`src/design/rtpjla_pkg.sv`:
```
// Shared types, register map and constants of the RTP jitter latency adapter.
`timescale 1ns / 1ps

package rtpjla_pkg;

  localparam int FRACTION_BITS_DEF = 16;
  localparam int CFG_ADDR_W        = 5;
  localparam int SUM_W             = 36;
  localparam int DEN_W             = 7;

  localparam int MS_DIVISOR  = 1000;
  localparam int MS_ROUND    = 500;
  localparam int IA_DIVISOR  = 10;
  localparam int IA_HALF     = 5;
  localparam int JIT_DIVISOR = 5;
  localparam int JIT_HALF    = 2;

  // The millisecond conversion divides by 1000 as a shift by three and a divide by 125.
  localparam int MS_SHIFT      = 3;
  localparam int MS_STEP_DIV   = MS_DIVISOR >> MS_SHIFT;
  localparam int MS_STEP_ROUND = MS_ROUND >> MS_SHIFT;

  localparam logic [31:0] MS_STEP_RECIP = 32'((64'd1 << 32) / MS_STEP_DIV);
  localparam logic [31:0] IA_RECIP      = 32'((64'd1 << 32) / IA_DIVISOR);
  localparam logic [31:0] JIT_RECIP     = 32'((64'd1 << 32) / JIT_DIVISOR);

  localparam logic [7:0] AUDIO_TYPE   = 8'h02;
  localparam logic [1:0] RTP_VERSION  = 2'b10;
  localparam int         MIN_LENGTH   = 2;
  localparam int         TS_LENGTH    = 21;
  localparam int         RTP_LENGTH   = 13;

  localparam logic [9:0]  MIN_LAT_RST   = 10'd50;
  localparam logic [9:0]  MAX_LAT_RST   = 10'd300;
  localparam logic [9:0]  BASE_LAT_RST  = 10'd50;
  localparam logic [9:0]  THRESHOLD_RST = 10'd10;
  localparam logic [15:0] INTERVAL_RST  = 16'd1000;
  localparam logic [9:0]  INIT_LAT_RST  = 10'd100;

  typedef enum logic [2:0] {
    REG_MIN      = 3'd0,
    REG_MAX      = 3'd1,
    REG_BASE     = 3'd2,
    REG_THRESH   = 3'd3,
    REG_INTERVAL = 3'd4,
    REG_INIT     = 3'd5
  } reg_idx_t;

  typedef enum logic [1:0] {
    ST_OK    = 2'd0,
    ST_SHORT = 2'd1,
    ST_TYPE  = 2'd2,
    ST_RTP   = 2'd3
  } status_t;

  typedef enum logic [1:0] {
    DIV_MS,
    DIV_IA,
    DIV_JIT
  } div_op_t;

  typedef enum logic [3:0] {
    S_IDLE,
    S_CHECK,
    S_WAIT_SPLIT,
    S_WAIT_DELTA,
    S_IA_PREP,
    S_WAIT_IA,
    S_DEV_PREP,
    S_WAIT_JIT,
    S_ADJ_SUM,
    S_ADJ_CLAMP,
    S_ADJ_APPLY,
    S_DONE
  } state_t;

  typedef struct packed {
    logic       start;
    div_op_t    op;
  } div_req_t;

  typedef struct packed {
    logic [9:0]  min_lat;
    logic [9:0]  max_lat;
    logic [9:0]  base_lat;
    logic [9:0]  threshold;
    logic [15:0] interval;
    logic [9:0]  init_lat;
    logic        init_load;
  } cfg_t;

  typedef struct packed {
    logic [7:0]  ninth_byte;
    logic [63:0] header_bytes;
    logic [7:0]  type_byte;
    logic [15:0] packet_length;
    logic [31:0] arrival_time_us;
  } in_item_t;

  typedef struct packed {
    status_t     status;
    logic        capture_valid;
    logic [63:0] capture_timestamp_us;
    logic [9:0]  latency_ms;
    logic        latency_changed;
    logic [31:0] jitter_estimate;
  } res_t;

endpackage

```
`src/design/rtpjla_cfg.sv`:
```
// APB-style register file holding the latency adapter configuration.
`timescale 1ns / 1ps

module rtpjla_cfg import rtpjla_pkg::*; (
  input  logic                  clk,
  input  logic                  rst_n,
  input  logic                  cfg_psel,
  input  logic                  cfg_penable,
  input  logic                  cfg_pwrite,
  input  logic [CFG_ADDR_W-1:0] cfg_paddr,
  input  logic [31:0]           cfg_pwdata,
  output logic [31:0]           cfg_prdata,
  output logic                  cfg_pready,
  output cfg_t                  cfg
);

  logic [9:0]  min_r, min_nxt;
  logic [9:0]  max_r, max_nxt;
  logic [9:0]  base_r, base_nxt;
  logic [9:0]  thr_r, thr_nxt;
  logic [15:0] intv_r, intv_nxt;
  logic [9:0]  init_r, init_nxt;
  logic        wr;
  reg_idx_t    idx;

  assign cfg_pready = 1'b1;
  assign wr  = cfg_psel && cfg_penable && cfg_pwrite;
  assign idx = reg_idx_t'(cfg_paddr[4:2]);

  always_comb begin
    min_nxt  = min_r;
    max_nxt  = max_r;
    base_nxt = base_r;
    thr_nxt  = thr_r;
    intv_nxt = intv_r;
    init_nxt = init_r;
    if (wr) begin
      unique case (idx)
        REG_MIN:      min_nxt  = cfg_pwdata[9:0];
        REG_MAX:      max_nxt  = cfg_pwdata[9:0];
        REG_BASE:     base_nxt = cfg_pwdata[9:0];
        REG_THRESH:   thr_nxt  = cfg_pwdata[9:0];
        REG_INTERVAL: intv_nxt = cfg_pwdata[15:0];
        REG_INIT:     init_nxt = cfg_pwdata[9:0];
        default: begin
        end
      endcase
    end
  end

  always_ff @(posedge clk) begin
    if (!rst_n) begin
      min_r  <= MIN_LAT_RST;
      max_r  <= MAX_LAT_RST;
      base_r <= BASE_LAT_RST;
      thr_r  <= THRESHOLD_RST;
      intv_r <= INTERVAL_RST;
      init_r <= INIT_LAT_RST;
    end else begin
      min_r  <= min_nxt;
      max_r  <= max_nxt;
      base_r <= base_nxt;
      thr_r  <= thr_nxt;
      intv_r <= intv_nxt;
      init_r <= init_nxt;
    end
  end

  always_comb begin
    unique case (idx)
      REG_MIN:      cfg_prdata = {22'd0, min_r};
      REG_MAX:      cfg_prdata = {22'd0, max_r};
      REG_BASE:     cfg_prdata = {22'd0, base_r};
      REG_THRESH:   cfg_prdata = {22'd0, thr_r};
      REG_INTERVAL: cfg_prdata = {16'd0, intv_r};
      REG_INIT:     cfg_prdata = {22'd0, init_r};
      default:      cfg_prdata = 32'd0;
    endcase
  end

  assign cfg.min_lat   = min_r;
  assign cfg.max_lat   = max_r;
  assign cfg.base_lat  = base_r;
  assign cfg.threshold = thr_r;
  assign cfg.interval  = intv_r;
  assign cfg.init_lat  = cfg_pwdata[9:0];
  assign cfg.init_load = wr && (idx == REG_INIT);

endmodule

```
`src/design/rtpjla_div.sv`:
```
// Shared divider by a small constant using a reciprocal multiply and one correction step.
`timescale 1ns / 1ps

module rtpjla_div import rtpjla_pkg::*; (
  input  logic             clk,
  input  logic             rst_n,
  input  div_req_t         req,
  input  logic [31:0]      num,
  output logic             done,
  output logic [31:0]      quot,
  output logic [DEN_W-1:0] rem
);

  logic [31:0]      x_r, x_nxt;
  logic [31:0]      recip_r, recip_nxt;
  logic [DEN_W-1:0] den_r, den_nxt;
  logic [31:0]      q0_r, q0_nxt;
  logic [31:0]      quot_r, quot_nxt;
  logic [DEN_W-1:0] rem_r, rem_nxt;
  logic             mul_r, mul_nxt;
  logic             fix_r, fix_nxt;
  logic             done_r, done_nxt;
  logic [63:0]      prod;
  logic [31:0]      r0;
  logic [31:0]      r1;
  logic             ge;
  logic [DEN_W-1:0] den_sel;
  logic [31:0]      recip_sel;

  always_comb begin
    unique case (req.op)
      DIV_MS: begin
        den_sel   = DEN_W'(MS_STEP_DIV);
        recip_sel = MS_STEP_RECIP;
      end
      DIV_IA: begin
        den_sel   = DEN_W'(IA_DIVISOR);
        recip_sel = IA_RECIP;
      end
      default: begin
        den_sel   = DEN_W'(JIT_DIVISOR);
        recip_sel = JIT_RECIP;
      end
    endcase
  end

  // The reciprocal is rounded down, so the first quotient is low by at most one.
  assign prod = {32'd0, x_r} * {32'd0, recip_r};
  assign r0   = x_r - q0_r * 32'(den_r);
  assign ge   = r0 >= 32'(den_r);
  assign r1   = ge ? r0 - 32'(den_r) : r0;

  always_comb begin
    x_nxt     = x_r;
    recip_nxt = recip_r;
    den_nxt   = den_r;
    q0_nxt    = q0_r;
    quot_nxt  = quot_r;
    rem_nxt   = rem_r;
    mul_nxt   = 1'b0;
    fix_nxt   = 1'b0;
    done_nxt  = 1'b0;
    if (req.start) begin
      x_nxt     = num;
      recip_nxt = recip_sel;
      den_nxt   = den_sel;
      mul_nxt   = 1'b1;
    end
    if (mul_r) begin
      q0_nxt  = prod[63:32];
      fix_nxt = 1'b1;
    end
    if (fix_r) begin
      quot_nxt = ge ? q0_r + 32'd1 : q0_r;
      rem_nxt  = r1[DEN_W-1:0];
      done_nxt = 1'b1;
    end
  end

  always_ff @(posedge clk) begin
    if (!rst_n) begin
      mul_r  <= 1'b0;
      fix_r  <= 1'b0;
      done_r <= 1'b0;
    end else begin
      mul_r  <= mul_nxt;
      fix_r  <= fix_nxt;
      done_r <= done_nxt;
    end
  end

  always_ff @(posedge clk) begin
    x_r     <= x_nxt;
    recip_r <= recip_nxt;
    den_r   <= den_nxt;
    q0_r    <= q0_nxt;
    quot_r  <= quot_nxt;
    rem_r   <= rem_nxt;
  end

  assign done = done_r;
  assign quot = quot_r;
  assign rem  = rem_r;

endmodule

```
`src/design/rtpjla_ctrl.sv`:
```
// Sequencer and state of the adapter: header checks, averages and latency target.
`timescale 1ns / 1ps

module rtpjla_ctrl import rtpjla_pkg::*; #(
  parameter int FRACTION_BITS = FRACTION_BITS_DEF
) (
  input  logic     clk,
  input  logic     rst_n,
  input  cfg_t     cfg,
  input  logic     in_valid,
  output logic     in_ready,
  input  in_item_t in_item,
  input  logic     res_ready,
  output logic     res_valid,
  output res_t     res
);

  localparam int TW          = SUM_W - FRACTION_BITS;
  localparam int SPLIT_SHIFT = FRACTION_BITS - MS_SHIFT;
  localparam logic [63:0] SAT_US = ((64'(MS_DIVISOR) << 32) - 64'(MS_ROUND) +
                                    (64'd1 << FRACTION_BITS) - 64'd1) >> FRACTION_BITS;

  state_t      state_r, state_nxt;
  in_item_t    item_r, item_nxt;
  status_t     status_r, status_nxt;
  logic        cap_r, cap_nxt;
  logic        changed_r, changed_nxt;
  logic        seen_r, seen_nxt;
  logic [31:0] last_arr_r, last_arr_nxt;
  logic [31:0] ia_r, ia_nxt;
  logic [31:0] jit_r, jit_nxt;
  logic [9:0]  cur_lat_r, cur_lat_nxt;
  logic [31:0] last_adj_r, last_adj_nxt;
  logic [63:0] capture_r, capture_nxt;
  logic [31:0] delta_r, delta_nxt;
  logic        up_r, up_nxt;
  logic [SUM_W-1:0] sum_r, sum_nxt;
  logic [9:0]  target_r, target_nxt;

  status_t     chk_status;
  logic        chk_cap;
  logic [31:0] dus;
  logic        dus_sat;
  logic [31:0] ia_diff;
  logic        ia_round;
  logic [31:0] ia_mag;
  logic [31:0] dev;
  logic [31:0] jit_diff;
  logic        jit_round;
  logic [31:0] jit_mag;
  logic [31:0] elapsed;
  logic [31:0] interval_us;
  logic [SUM_W-1:0] sum_calc;
  logic [TW-1:0] tgt_raw;
  logic [TW-1:0] tgt_lo;
  logic [TW-1:0] tgt_clamp;
  logic [9:0]  lat_diff;

  div_req_t         div_req;
  logic [31:0]      div_num;
  logic             div_done;
  logic [31:0]      div_quot;
  logic [DEN_W-1:0] div_rem;

  rtpjla_div u_div (
    .clk   (clk),
    .rst_n (rst_n),
    .req   (div_req),
    .num   (div_num),
    .done  (div_done),
    .quot  (div_quot),
    .rem   (div_rem)
  );

  always_comb begin
    chk_cap = 1'b0;
    if (item_r.packet_length < 16'(MIN_LENGTH)) begin
      chk_status = ST_SHORT;
    end else if (item_r.type_byte != AUDIO_TYPE) begin
      chk_status = ST_TYPE;
    end else if (item_r.packet_length >= 16'(TS_LENGTH) &&
                 item_r.ninth_byte[7:6] == RTP_VERSION) begin
      chk_status = ST_OK;
      chk_cap    = 1'b1;
    end else if (item_r.packet_length < 16'(RTP_LENGTH)) begin
      chk_status = ST_SHORT;
    end else if (item_r.header_bytes[63:62] != RTP_VERSION) begin
      chk_status = ST_RTP;
    end else begin
      chk_status = ST_OK;
    end
  end

  assign dus       = item_r.arrival_time_us - last_arr_r;
  assign dus_sat   = {32'd0, dus} >= SAT_US;
  assign ia_diff   = (delta_r >= ia_r) ? delta_r - ia_r : ia_r - delta_r;
  assign ia_round  = (32'(div_rem) + 32'(IA_HALF)) >= 32'(IA_DIVISOR);
  assign ia_mag    = div_quot + 32'(ia_round);
  assign dev       = (delta_r >= ia_r) ? delta_r - ia_r : ia_r - delta_r;
  assign jit_diff  = (dev >= jit_r) ? dev - jit_r : jit_r - dev;
  assign jit_round = (32'(div_rem) + 32'(JIT_HALF)) >= 32'(JIT_DIVISOR);
  assign jit_mag   = div_quot + 32'(jit_round);
  assign elapsed   = item_r.arrival_time_us - last_adj_r;
  assign interval_us = 32'(cfg.interval) * 32'(MS_DIVISOR);
  assign sum_calc  = (SUM_W'(cfg.base_lat) << FRACTION_BITS) + SUM_W'(jit_r) +
                     (SUM_W'(jit_r) << 1) + (SUM_W'(1) << (FRACTION_BITS - 1));
  assign tgt_raw   = sum_r[SUM_W-1:FRACTION_BITS];
  assign tgt_lo    = (tgt_raw < TW'(cfg.min_lat)) ? TW'(cfg.min_lat) : tgt_raw;
  assign tgt_clamp = (tgt_lo > TW'(cfg.max_lat)) ? TW'(cfg.max_lat) : tgt_lo;
  assign lat_diff  = (target_r >= cur_lat_r) ? target_r - cur_lat_r : cur_lat_r - target_r;

  assign in_ready = (state_r == S_IDLE);

  always_comb begin
    state_nxt    = state_r;
    item_nxt     = item_r;
    status_nxt   = status_r;
    cap_nxt      = cap_r;
    changed_nxt  = changed_r;
    seen_nxt     = seen_r;
    last_arr_nxt = last_arr_r;
    ia_nxt       = ia_r;
    jit_nxt      = jit_r;
    cur_lat_nxt  = cur_lat_r;
    last_adj_nxt = last_adj_r;
    capture_nxt  = capture_r;
    delta_nxt    = delta_r;
    up_nxt       = up_r;
    sum_nxt      = sum_r;
    target_nxt   = target_r;
    div_req      = '{start: 1'b0, op: DIV_MS};
    div_num      = '0;
    res_valid    = 1'b0;
    unique case (state_r)
      S_IDLE: begin
        if (in_valid) begin
          item_nxt  = in_item;
          state_nxt = S_CHECK;
        end
      end
      S_CHECK: begin
        status_nxt  = chk_status;
        cap_nxt     = chk_cap;
        changed_nxt = 1'b0;
        if (chk_status != ST_OK) begin
          state_nxt = S_DONE;
        end else begin
          if (chk_cap) begin
            capture_nxt = item_r.header_bytes;
          end
          last_arr_nxt = item_r.arrival_time_us;
          if (!seen_r) begin
            seen_nxt  = 1'b1;
            state_nxt = S_ADJ_SUM;
          end else if (dus_sat) begin
            delta_nxt = 32'hFFFF_FFFF;
            state_nxt = S_IA_PREP;
          end else begin
            div_req   = '{start: 1'b1, op: DIV_MS};
            div_num   = dus;
            state_nxt = S_WAIT_SPLIT;
          end
        end
      end
      S_WAIT_SPLIT: begin
        if (div_done) begin
          delta_nxt = div_quot << SPLIT_SHIFT;
          div_req   = '{start: 1'b1, op: DIV_MS};
          div_num   = (32'(div_rem) << SPLIT_SHIFT) + 32'(MS_STEP_ROUND);
          state_nxt = S_WAIT_DELTA;
        end
      end
      S_WAIT_DELTA: begin
        if (div_done) begin
          delta_nxt = delta_r + div_quot;
          state_nxt = S_IA_PREP;
        end
      end
      S_IA_PREP: begin
        if (ia_r == 32'd0) begin
          ia_nxt    = delta_r;
          state_nxt = S_DEV_PREP;
        end else begin
          up_nxt    = delta_r >= ia_r;
          div_req   = '{start: 1'b1, op: DIV_IA};
          div_num   = ia_diff;
          state_nxt = S_WAIT_IA;
        end
      end
      S_WAIT_IA: begin
        if (div_done) begin
          ia_nxt    = up_r ? ia_r + ia_mag : ia_r - ia_mag;
          state_nxt = S_DEV_PREP;
        end
      end
      S_DEV_PREP: begin
        if (jit_r == 32'd0) begin
          jit_nxt   = dev;
          state_nxt = S_ADJ_SUM;
        end else begin
          up_nxt    = dev >= jit_r;
          div_req   = '{start: 1'b1, op: DIV_JIT};
          div_num   = jit_diff;
          state_nxt = S_WAIT_JIT;
        end
      end
      S_WAIT_JIT: begin
        if (div_done) begin
          jit_nxt   = up_r ? jit_r + jit_mag : jit_r - jit_mag;
          state_nxt = S_ADJ_SUM;
        end
      end
      S_ADJ_SUM: begin
        if (elapsed < interval_us) begin
          state_nxt = S_DONE;
        end else begin
          sum_nxt      = sum_calc;
          last_adj_nxt = item_r.arrival_time_us;
          state_nxt    = S_ADJ_CLAMP;
        end
      end
      S_ADJ_CLAMP: begin
        target_nxt = tgt_clamp[9:0];
        state_nxt  = S_ADJ_APPLY;
      end
      S_ADJ_APPLY: begin
        if (lat_diff >= cfg.threshold) begin
          cur_lat_nxt = target_r;
          changed_nxt = 1'b1;
        end
        state_nxt = S_DONE;
      end
      S_DONE: begin
        if (res_ready) begin
          res_valid = 1'b1;
          state_nxt = S_IDLE;
        end
      end
      default: begin
        state_nxt = S_IDLE;
      end
    endcase
    if (cfg.init_load) begin
      cur_lat_nxt = cfg.init_lat;
    end
  end

  always_ff @(posedge clk) begin
    if (!rst_n) begin
      state_r    <= S_IDLE;
      seen_r     <= 1'b0;
      last_arr_r <= 32'd0;
      ia_r       <= 32'd0;
      jit_r      <= 32'd0;
      cur_lat_r  <= INIT_LAT_RST;
      last_adj_r <= 32'd0;
      capture_r  <= 64'd0;
    end else begin
      state_r    <= state_nxt;
      seen_r     <= seen_nxt;
      last_arr_r <= last_arr_nxt;
      ia_r       <= ia_nxt;
      jit_r      <= jit_nxt;
      cur_lat_r  <= cur_lat_nxt;
      last_adj_r <= last_adj_nxt;
      capture_r  <= capture_nxt;
    end
  end

  always_ff @(posedge clk) begin
    item_r    <= item_nxt;
    status_r  <= status_nxt;
    cap_r     <= cap_nxt;
    changed_r <= changed_nxt;
    delta_r   <= delta_nxt;
    up_r      <= up_nxt;
    sum_r     <= sum_nxt;
    target_r  <= target_nxt;
  end

  assign res.status               = status_r;
  assign res.capture_valid        = cap_r;
  assign res.capture_timestamp_us = capture_r;
  assign res.latency_ms           = cur_lat_r;
  assign res.latency_changed      = changed_r;
  assign res.jitter_estimate      = jit_r;

  a_accept_goes_check: assert property (@(posedge clk) disable iff (!rst_n)
    in_valid && in_ready |=> state_r == S_CHECK)
    else $error("accepted word did not enter the header check");

  a_flags_need_ok: assert property (@(posedge clk) disable iff (!rst_n)
    res_valid && (res.latency_changed || res.capture_valid) |-> res.status == ST_OK)
    else $error("rejected word reports a capture or latency change");

  a_reject_holds_state: assert property (@(posedge clk) disable iff (!rst_n)
    state_r == S_CHECK && chk_status != ST_OK
    |=> $stable(ia_r) && $stable(jit_r) && $stable(last_arr_r) && $stable(capture_r))
    else $error("rejected word changed the averages");

  a_div_done_waiting: assert property (@(posedge clk) disable iff (!rst_n)
    div_done |-> state_r == S_WAIT_SPLIT || state_r == S_WAIT_DELTA ||
                 state_r == S_WAIT_IA || state_r == S_WAIT_JIT)
    else $error("divider finished while the sequencer was not waiting");

endmodule

```
`src/design/rtp_jitter_latency_adapter.sv`:
```
// Top level of the RTP jitter latency adapter with its result register.
`timescale 1ns / 1ps

// One packet header enters per input word and one result word leaves for it.
// A rejected packet goes from the header check straight to its result, and
// the first accepted packet goes straight to the latency interval check, then
// through the sum, clamp and apply steps when the interval has elapsed. Every
// later accepted packet goes through one shared divider by a small constant,
// which multiplies by a rounded-down reciprocal and corrects the quotient by
// one: two divisions turn the arrival gap into milliseconds (both skipped when
// the gap saturates), then one for each average that is not loaded directly.
// The same edge that loads the result returns the sequencer to idle, so the
// input is ready again once the result is loaded; the sequencer holds its
// result while the output register still carries an unaccepted word.
module rtp_jitter_latency_adapter import rtpjla_pkg::*; #(
  parameter int FRACTION_BITS = FRACTION_BITS_DEF
) (
  input  logic                  clk,
  input  logic                  rst_n,
  input  logic                  in_tvalid,
  output logic                  in_tready,
  // arrival_time_us[31:0], packet_length[47:32], type_byte[55:48],
  // header_bytes[119:56], ninth_byte[127:120]
  input  logic [127:0]          in_tdata,
  output logic                  out_tvalid,
  input  logic                  out_tready,
  // capture_timestamp_us[63:0], latency_ms[73:64], latency_changed[74],
  // jitter_estimate[106:75], zero[111:107]
  output logic [111:0]          out_tdata,
  // status[1:0], capture_valid[2]
  output logic [2:0]            out_tuser,
  input  logic                  cfg_psel,
  input  logic                  cfg_penable,
  input  logic                  cfg_pwrite,
  input  logic [CFG_ADDR_W-1:0] cfg_paddr,
  input  logic [31:0]           cfg_pwdata,
  output logic [31:0]           cfg_prdata,
  output logic                  cfg_pready
);

  cfg_t     cfg;
  in_item_t in_item;
  res_t     res;
  logic     res_valid;
  logic     res_ready;
  logic     out_valid_r, out_valid_nxt;
  res_t     out_res_r, out_res_nxt;

  rtpjla_cfg u_cfg (
    .clk         (clk),
    .rst_n       (rst_n),
    .cfg_psel    (cfg_psel),
    .cfg_penable (cfg_penable),
    .cfg_pwrite  (cfg_pwrite),
    .cfg_paddr   (cfg_paddr),
    .cfg_pwdata  (cfg_pwdata),
    .cfg_prdata  (cfg_prdata),
    .cfg_pready  (cfg_pready),
    .cfg         (cfg)
  );

  assign in_item.arrival_time_us = in_tdata[31:0];
  assign in_item.packet_length   = in_tdata[47:32];
  assign in_item.type_byte       = in_tdata[55:48];
  assign in_item.header_bytes    = in_tdata[119:56];
  assign in_item.ninth_byte      = in_tdata[127:120];

  rtpjla_ctrl #(
    .FRACTION_BITS (FRACTION_BITS)
  ) u_ctrl (
    .clk       (clk),
    .rst_n     (rst_n),
    .cfg       (cfg),
    .in_valid  (in_tvalid),
    .in_ready  (in_tready),
    .in_item   (in_item),
    .res_ready (res_ready),
    .res_valid (res_valid),
    .res       (res)
  );

  assign res_ready = !out_valid_r || out_tready;

  always_comb begin
    out_valid_nxt = out_valid_r;
    out_res_nxt   = out_res_r;
    if (res_valid) begin
      out_valid_nxt = 1'b1;
      out_res_nxt   = res;
    end else if (out_tready) begin
      out_valid_nxt = 1'b0;
    end
  end

  always_ff @(posedge clk) begin
    if (!rst_n) begin
      out_valid_r <= 1'b0;
    end else begin
      out_valid_r <= out_valid_nxt;
    end
  end

  always_ff @(posedge clk) begin
    out_res_r <= out_res_nxt;
  end

  assign out_tvalid = out_valid_r;
  assign out_tdata  = {5'd0, out_res_r.jitter_estimate, out_res_r.latency_changed,
                       out_res_r.latency_ms, out_res_r.capture_timestamp_us};
  assign out_tuser  = {out_res_r.capture_valid, out_res_r.status};

endmodule
```
`config.mk`:
```
export PLATFORM = sky130hd
export DESIGN_NAME = rtp_jitter_latency_adapter
export DESIGN_NICKNAME = d
export VERILOG_FILES = /design/src/design/rtpjla_pkg.sv /design/src/design/rtpjla_cfg.sv /design/src/design/rtpjla_div.sv /design/src/design/rtpjla_ctrl.sv /design/src/design/rtp_jitter_latency_adapter.sv
export SDC_FILE = /design/constraint.sdc
export NUM_CORES = 2
export LEC_CHECK = 0
export ABC_AREA = 1
export BUFFER_PORTS_ARGS = -buffer_cell sky130_fd_sc_hd__buf_2
export CAP_MARGIN = 20
export CORE_MARGIN = 5
export CORE_UTILIZATION = 40
export DETAILED_ROUTE_END_ITERATION = 10
export GPL_TIMING_DRIVEN = 0
export SLEW_MARGIN = 20
export SYNTH_ARGS = -nofsm -noshare
export SYNTH_HDL_FRONTEND = slang
export SYNTH_SLANG_ARGS = --single-unit
export TNS_END_PERCENT = 20
```
`constraint.sdc`:
```
create_clock -name clk -period 10.1 [get_ports clk]
set_input_delay 0.505 -clock clk [delete_from_list [all_inputs] [get_ports clk]]
set_output_delay 0.505 -clock clk [all_outputs]
set_load 0.05 [all_outputs]
```
Word level (Yosys, flattened, before mapping)

Index checks and enable logic that the tools add are counted.

Bitwise operators: 2
Mux-type cells: 74
Equal/unequal tests: 34
Magnitude comparators: 14
$add $sub $neg: 24
Reductions and logical operators: 37
Multiply operators: 3

Operator list:

| operator                                                             | count |
|---|---|
| 2-to-1 mux 32 bit                                                    | 20 |
| subtractor 32 bit                                                    | 9 |
| case mux 32 bit (2 select lines)                                     | 2 |
| case mux 32 bit (4 select lines)                                     | 1 |
| adder 32 bit                                                         | 3 |
| case mux 16 bit (6 select lines)                                     | 1 |
| case mux 32 bit (3 select lines)                                     | 1 |
| adder 32 x 1 -> 32 bit                                               | 2 |
| greater-or-equal comparator 32 bit                                   | 2 |
| zero test 32 bit                                                     | 2 |
| multiplier 32 x 32 -> 64 bit                                         | 1 |
| case mux 30 bit (2 select lines)                                     | 1 |
| 2-to-1 mux 10 bit                                                    | 5 |
| case mux 4 bit (12 select lines)                                     | 1 |
| adder 36 x 16 -> 36 bit (second input constant)                      | 1 |
| adder 36 x 33 -> 36 bit                                              | 1 |
| 2-to-1 mux 4 bit                                                     | 9 |
| adder 26 x 32 -> 33 bit                                              | 1 |
| adder 32 x 1 -> 32 bit (second input constant)                       | 1 |
| greater-or-equal comparator 32 x 26 -> 1 bit (second input constant) | 1 |
| greater-or-equal comparator 32 x 3 -> 1 bit (second input constant)  | 1 |
| greater-or-equal comparator 32 x 4 -> 1 bit (second input constant)  | 1 |
| greater-or-equal comparator 32 x 7 -> 1 bit                          | 1 |
| < comparator 32 x 26 -> 1 bit                                        | 1 |
| 45 further kinds                                                     | 119 |

Input port bits: 172
Output and inout bits: 150
Register bits: 740

Longest topological paths before layout

Word-level depth: 11
Mapped depth: 38
Gate-level depth less buffers: 38

Modules after synthesis

A second synthesis with hierarchy kept.

Cell total of the unflattened synthesis: 11484
Area total of the unflattened synthesis: 87996.9 um^2

Modules (own cells, without submodules):

| module                     | times used | area an instance (um^2) | sequential area each (um^2) | cells an instance |
|---|---|---|---|---|
| rtpjla_ctrl                | 1          | 42269.3                 | 9759.4                      | 6229 |
| rtpjla_div                 | 1          | 38803.5                 | 3333.2                      | 4594 |
| rtpjla_cfg                 | 1          | 3533.4                  | 1321.3                      | 539 |
| rtp_jitter_latency_adapter | 1          | 3390.8                  | 3323.2                      | 122 |

Worst setup path after synthesis

OpenSTA, ideal clock, no wires.

Path type: flip-flop to flip-flop
From: reg u_ctrl.state_r[0]
To: reg u_ctrl.item_r[0] (netlist bit) (enable)
Data required time: 9.495 ns
Clock period less this slack: 7.113 ns
Data arrival time: 6.508 ns
Setup slack: 2.987 ns
Cell stages (with the launch flop): 7
Cells stage by stage: dfxtp_1 > buf_2 > nor2_1 > inv_1 > nor2_1 > inv_1 > nor2_1

Cells in the longest elaborated chain, start to end: 2

RTL lines:

| item                          | line                             | text |
|---|---|---|
| start, declared               | rtpjla_ctrl.sv:23                | `state_t state_r, state_nxt;` |
| start signal, assigned        | rtpjla_ctrl.sv:259               | `state_r <= state_nxt;` |
| zero test 4 bit               | -                                |  |
| named net in_tready           | rtp_jitter_latency_adapter.sv:21 | `output logic in_tready,` |
| AND reduction 2 bit (no line) | -                                |  |
| end signal, assigned          | rtpjla_ctrl.sv:271               | `item_r <= item_nxt;` |
| end, declared                 | rtpjla_ctrl.sv:24                | `in_item_t item_r, item_nxt;` |

The timed path passes the listed nets, and every way through them passes these cells.
A chain may end at the register's enable or synchronous reset.

==> impl_metrics.csv <==
group,metric,value,unit
pwr,p_clk_share,10.4,%
layout,final_area,0.09564,mm^2
placement,dp.cells,14070,
critical_path,cp.required,10.51,ns
timing,fmax,102.7,MHz
synth,synth_seq_area_share,20.64,%
synth,ys_warn_count,0,
layout,layout.nets,13480,
synth,yosys.area.top_type_share,21.05,%
timing,holdWs,0.06636,ns
critical_path,crit_top_cell,"fa_1",
placement,dp.final_hpwl,294.9,mm
synth,synth_top_area_cell,"fa_1",
timing,final-setup-viol-count,0,
critical_path,critPathKind,"reg2reg",
route,drt_pass1_iterations,6,
floorplan,core,0.2144,mm^2
pwr,powerDensity,321.3,mW/mm^2
layout,final_util,44.61,%
synth,synth-main-ff-cell,"edfxtp_1",
synth,syn_area_per_cell,7.880,um^2
grt,grt_pass1_wl,504.7,mm
timing,skew,0.09506,ns
pwr,power.switching,17.99,mW
timing,tightest_slew,1.193,ns
synth,synth-async-reset-ratio,0,%
pwr,p_int,12.74,mW
pwr,share_comb_of_total_power,76.8,%
layout,mostFrequentLayoutCells,"2,276 x nand2_1, 2,198 x inv_1, 960 x ha_1",
floorplan,placementRows,170,
critical_path,startpoint_type,"flop",
layout,area_growth,11.11,%
timing,rsz0062_at_grt,"no",
critical_path,cpPeakStageDelay,0.81,ns
pwr,p_seq_share,12.8,%
floorplan,start_util,40.15,%
clock_tree,cts_htree_levels,3,
job,cap_viol_max_count,0,
floorplan,dieArea,0.2246,mm^2
synth,synth-edff-count,407,
pwr,ir_drop,1141,uV
layout,filler_cell_count,21700,
grt,antenna_found_initial,27,
critical_path,arrival,10.15,ns
clock_tree,cts_tree,"built",
route,first_iter_violations,6310,
route,vias_per_cell,5.346,
layout,fin_cells,14370,
clock_tree,cts_buffers,84,
synth,synth_seq_cells,684,
pwr,leakagePower,46.25,nW
clock_tree,cts_sinks,684,
placement,gp_congestion,1.024,
critical_path,cp_max_fo,10,
placement,dpl_cell_area,0.09143,mm^2
clock_tree,insertion_delay,0.74,ns
timing,drv_slew,0,
layout,drive_gt1_share,5.089,%
grt,grt_overflow,0,
route,ant_nets,0,
clock_tree,cts_root_buffer,"clkbuf_16",
route,drt-total-wl,343.8,mm
route,post_drt_wl_per_cell,23.93,um
route,drc_errors,0,
timing,relSlewSlack,20.45,%
synth,syn_inst,10920,
grt,grt_pass1_vias,77490,
route,dr_total_vias,76810,
timing,hold_violations,0,
worst_hold_path,hold_class,"in2reg",
timing,period_share,96.40,%
synth,syn_area,0.08608,mm^2
run_status,status,"finished, final reports clean",
synth,synthTopCellsByArea,"fa_1 21%, edfxtp_1 14%, ha_1 14%",
synth,ys_types,67,
critical_path,cp_slowest_cell,"clkbuf_1",
floorplan,die_h,473.9,um
critical_path,endpoint_kind,"flop",
critical_path,cp_cell_sequence,"clkbuf_1 -> clkbuf_1 -> nand2_1 -> fa_1 -> inv_1 -> fa_1 -> inv_1 -> fa_1 -> inv_1 -> fa_1 -> fa_1 -> fa_1 -> fa_1 -> ha_1 -> ha_1 -> a21oi_1 -> inv_1 -> a31oi_1 -> o21ai_0 -> a31oi_1 -> nand3_1 -> xor2_1",
grt,grt_start_max_net_pins,39,
grt,grt_use_total,30.22,%
layout,final_common_cell,"nand2_1",
pwr,swShare,58.54,%
clock_tree,path_clk_slew,0.06,ns
placement,portBuffers,274,
timing,post-route-min-period,9.736,ns
clock_tree,cts_buffer_depth,3,
floorplan,ioPinCount,322,
critical_path,rrSetupSlack,0.36,ns
floorplan,die_x,473.9,um
routing by layer:
layer | wire [um] | GRT usage, %
met1 | 149400 | 41.09
met2 | 151600 | 47.47
met3 | 27190 | 6.014
met4 | 15510 | 11.69
met5 | 86 | 0
synthesized netlist by cell type (11+ instances only):
master	n
o211ai_1	71
dfxtp_1	277
inv_1	2198
o21bai_1	59
clkbuf_1	166
a31oi_1	63
o221ai_1	16
xor2_1	270
nand3_1	299
a21o_1	53
a21oi_1	887
o21ai_1	22
edfxtp_1	407
a221oi_1	20
ha_1	960
xnor2_1	115
o22ai_1	12
nand3b_1	21
fa_1	905
nand2_1	2277
buf_4	28
nor4_1	38
nor2_1	757
or2_2	11
inv_2	13
buf_2	27
buf_1	17
nand4_1	119
nor2_2	15
a21boi_0	19
o21ai_0	536
o21a_1	42
o2111ai_1	12
nor3_1	81
registers in the layout, summed over array words and instances (netlist names), 3 cells and up:
signal,cells
u_ctrl.ia_r,32
u_ctrl.item_r,122
u_ctrl.state_r,4
out_tdata,107
u_ctrl.delta_r,32
u_cfg.init_r,10
u_ctrl.cur_lat_r,10
u_cfg.base_r,10
u_ctrl.jit_r,32
u_cfg.min_r,10
u_ctrl.u_div.q0_r,32
u_ctrl.u_div.x_r,32
u_cfg.intv_r,16
u_ctrl.last_arr_r,32
u_ctrl.capture_r,64
u_ctrl.sum_r,19
u_ctrl.target_r,10
u_ctrl.u_div.quot,32
u_ctrl.u_div.rem,7
u_ctrl.u_div.den_r,4
u_cfg.max_r,10
u_ctrl.last_adj_r,32
out_tuser,3
u_cfg.thr_r,10
critical path, delay by kind of cell, from the launching register on:
kind / cells / cell delay (ns)
xor+xnor: 1 / 0.64
buf+inv: 6 / 1.81
compound gates: 4 / 1.32
simple gates: 2 / 0.75
flops: 1 / 0.32
fa+ha+maj: 9 / 4.61
area by class of cell:
type	count	area, um^2	area share (%)
diodes	15	37.54	0.03925
plain buffers	248	1146	1.198
clock buffers	99	2178	2.278
clock inverters	59	750.7	0.7849
inverters	2218	8325	8.705
multi-input cells	7794	58960	61.65
flip-flops and latches	684	17770	18.58
well taps	2838	3551	3.713
repair buffers	413	2923	3.056
cell families after synthesis:
logic type,share of synthesized area (%)
AND/OR/NAND/NOR,17.37
multiplexers,0.02326
AO/OA/AOI/OAI,12.03
buffers and inverters,10.99
flip-flops,20.64
adder cells (fa/ha/maj),35.00
other,0.008724
XOR/XNOR,3.936
final timing paths:
| path | from | end | depth (start not counted) |
|---|---|---|---|
| max | u_ctrl.u_div.den_r[3]$_SDFFCE_PP0P_ | u_ctrl.u_div.q0_r[12]$_DFFE_PP_ | 22 |
| min | cfg_pwdata[14] | u_cfg.intv_r[14]$_SDFFE_PN0P_ | 3 |
| min reg2reg | u_ctrl.capture_r[32]$_SDFFE_PN0P_ | out_tdata[32]$_DFFE_PP_ | 0 |
| max reg2reg | u_ctrl.u_div.den_r[3]$_SDFFCE_PP0P_ | u_ctrl.u_div.q0_r[12]$_DFFE_PP_ | 22 |
metrics by stage:
stage | setup slack [ns] | TNS, ns | power, mW
after floorplan | 2.987 | 0 | 18.59
after global placement | -0.1516 | -15.38 | 27.24
after detailed placement | 0.5436 | 0 | 27.27
after CTS | 0.5181 | 0 | 30.69
after global routing | 0.1239 | 0 | 33.18
final | 0.3635 | 0 | 30.73
power by group through the flow:
stage	Sequential (mW)	Clock [mW]	Combinational, mW
after detailed placement	4.03	0	23.2
final	3.94	3.19	23.6
after floorplan	4.04	0	14.5
after global routing	3.96	3.36	25.9
after global placement	4.10	0	23.1
after CTS	3.97	3.25	23.5
timing repair:
item | 4_1_cts | 5_1_grt
setup buffers | 0 | 0
hold buffers | 124 | 0
resized for setup | 0 | 0
endpoints found under the hold margin | 124 | 0
Power figures use the tool's default switching activity.
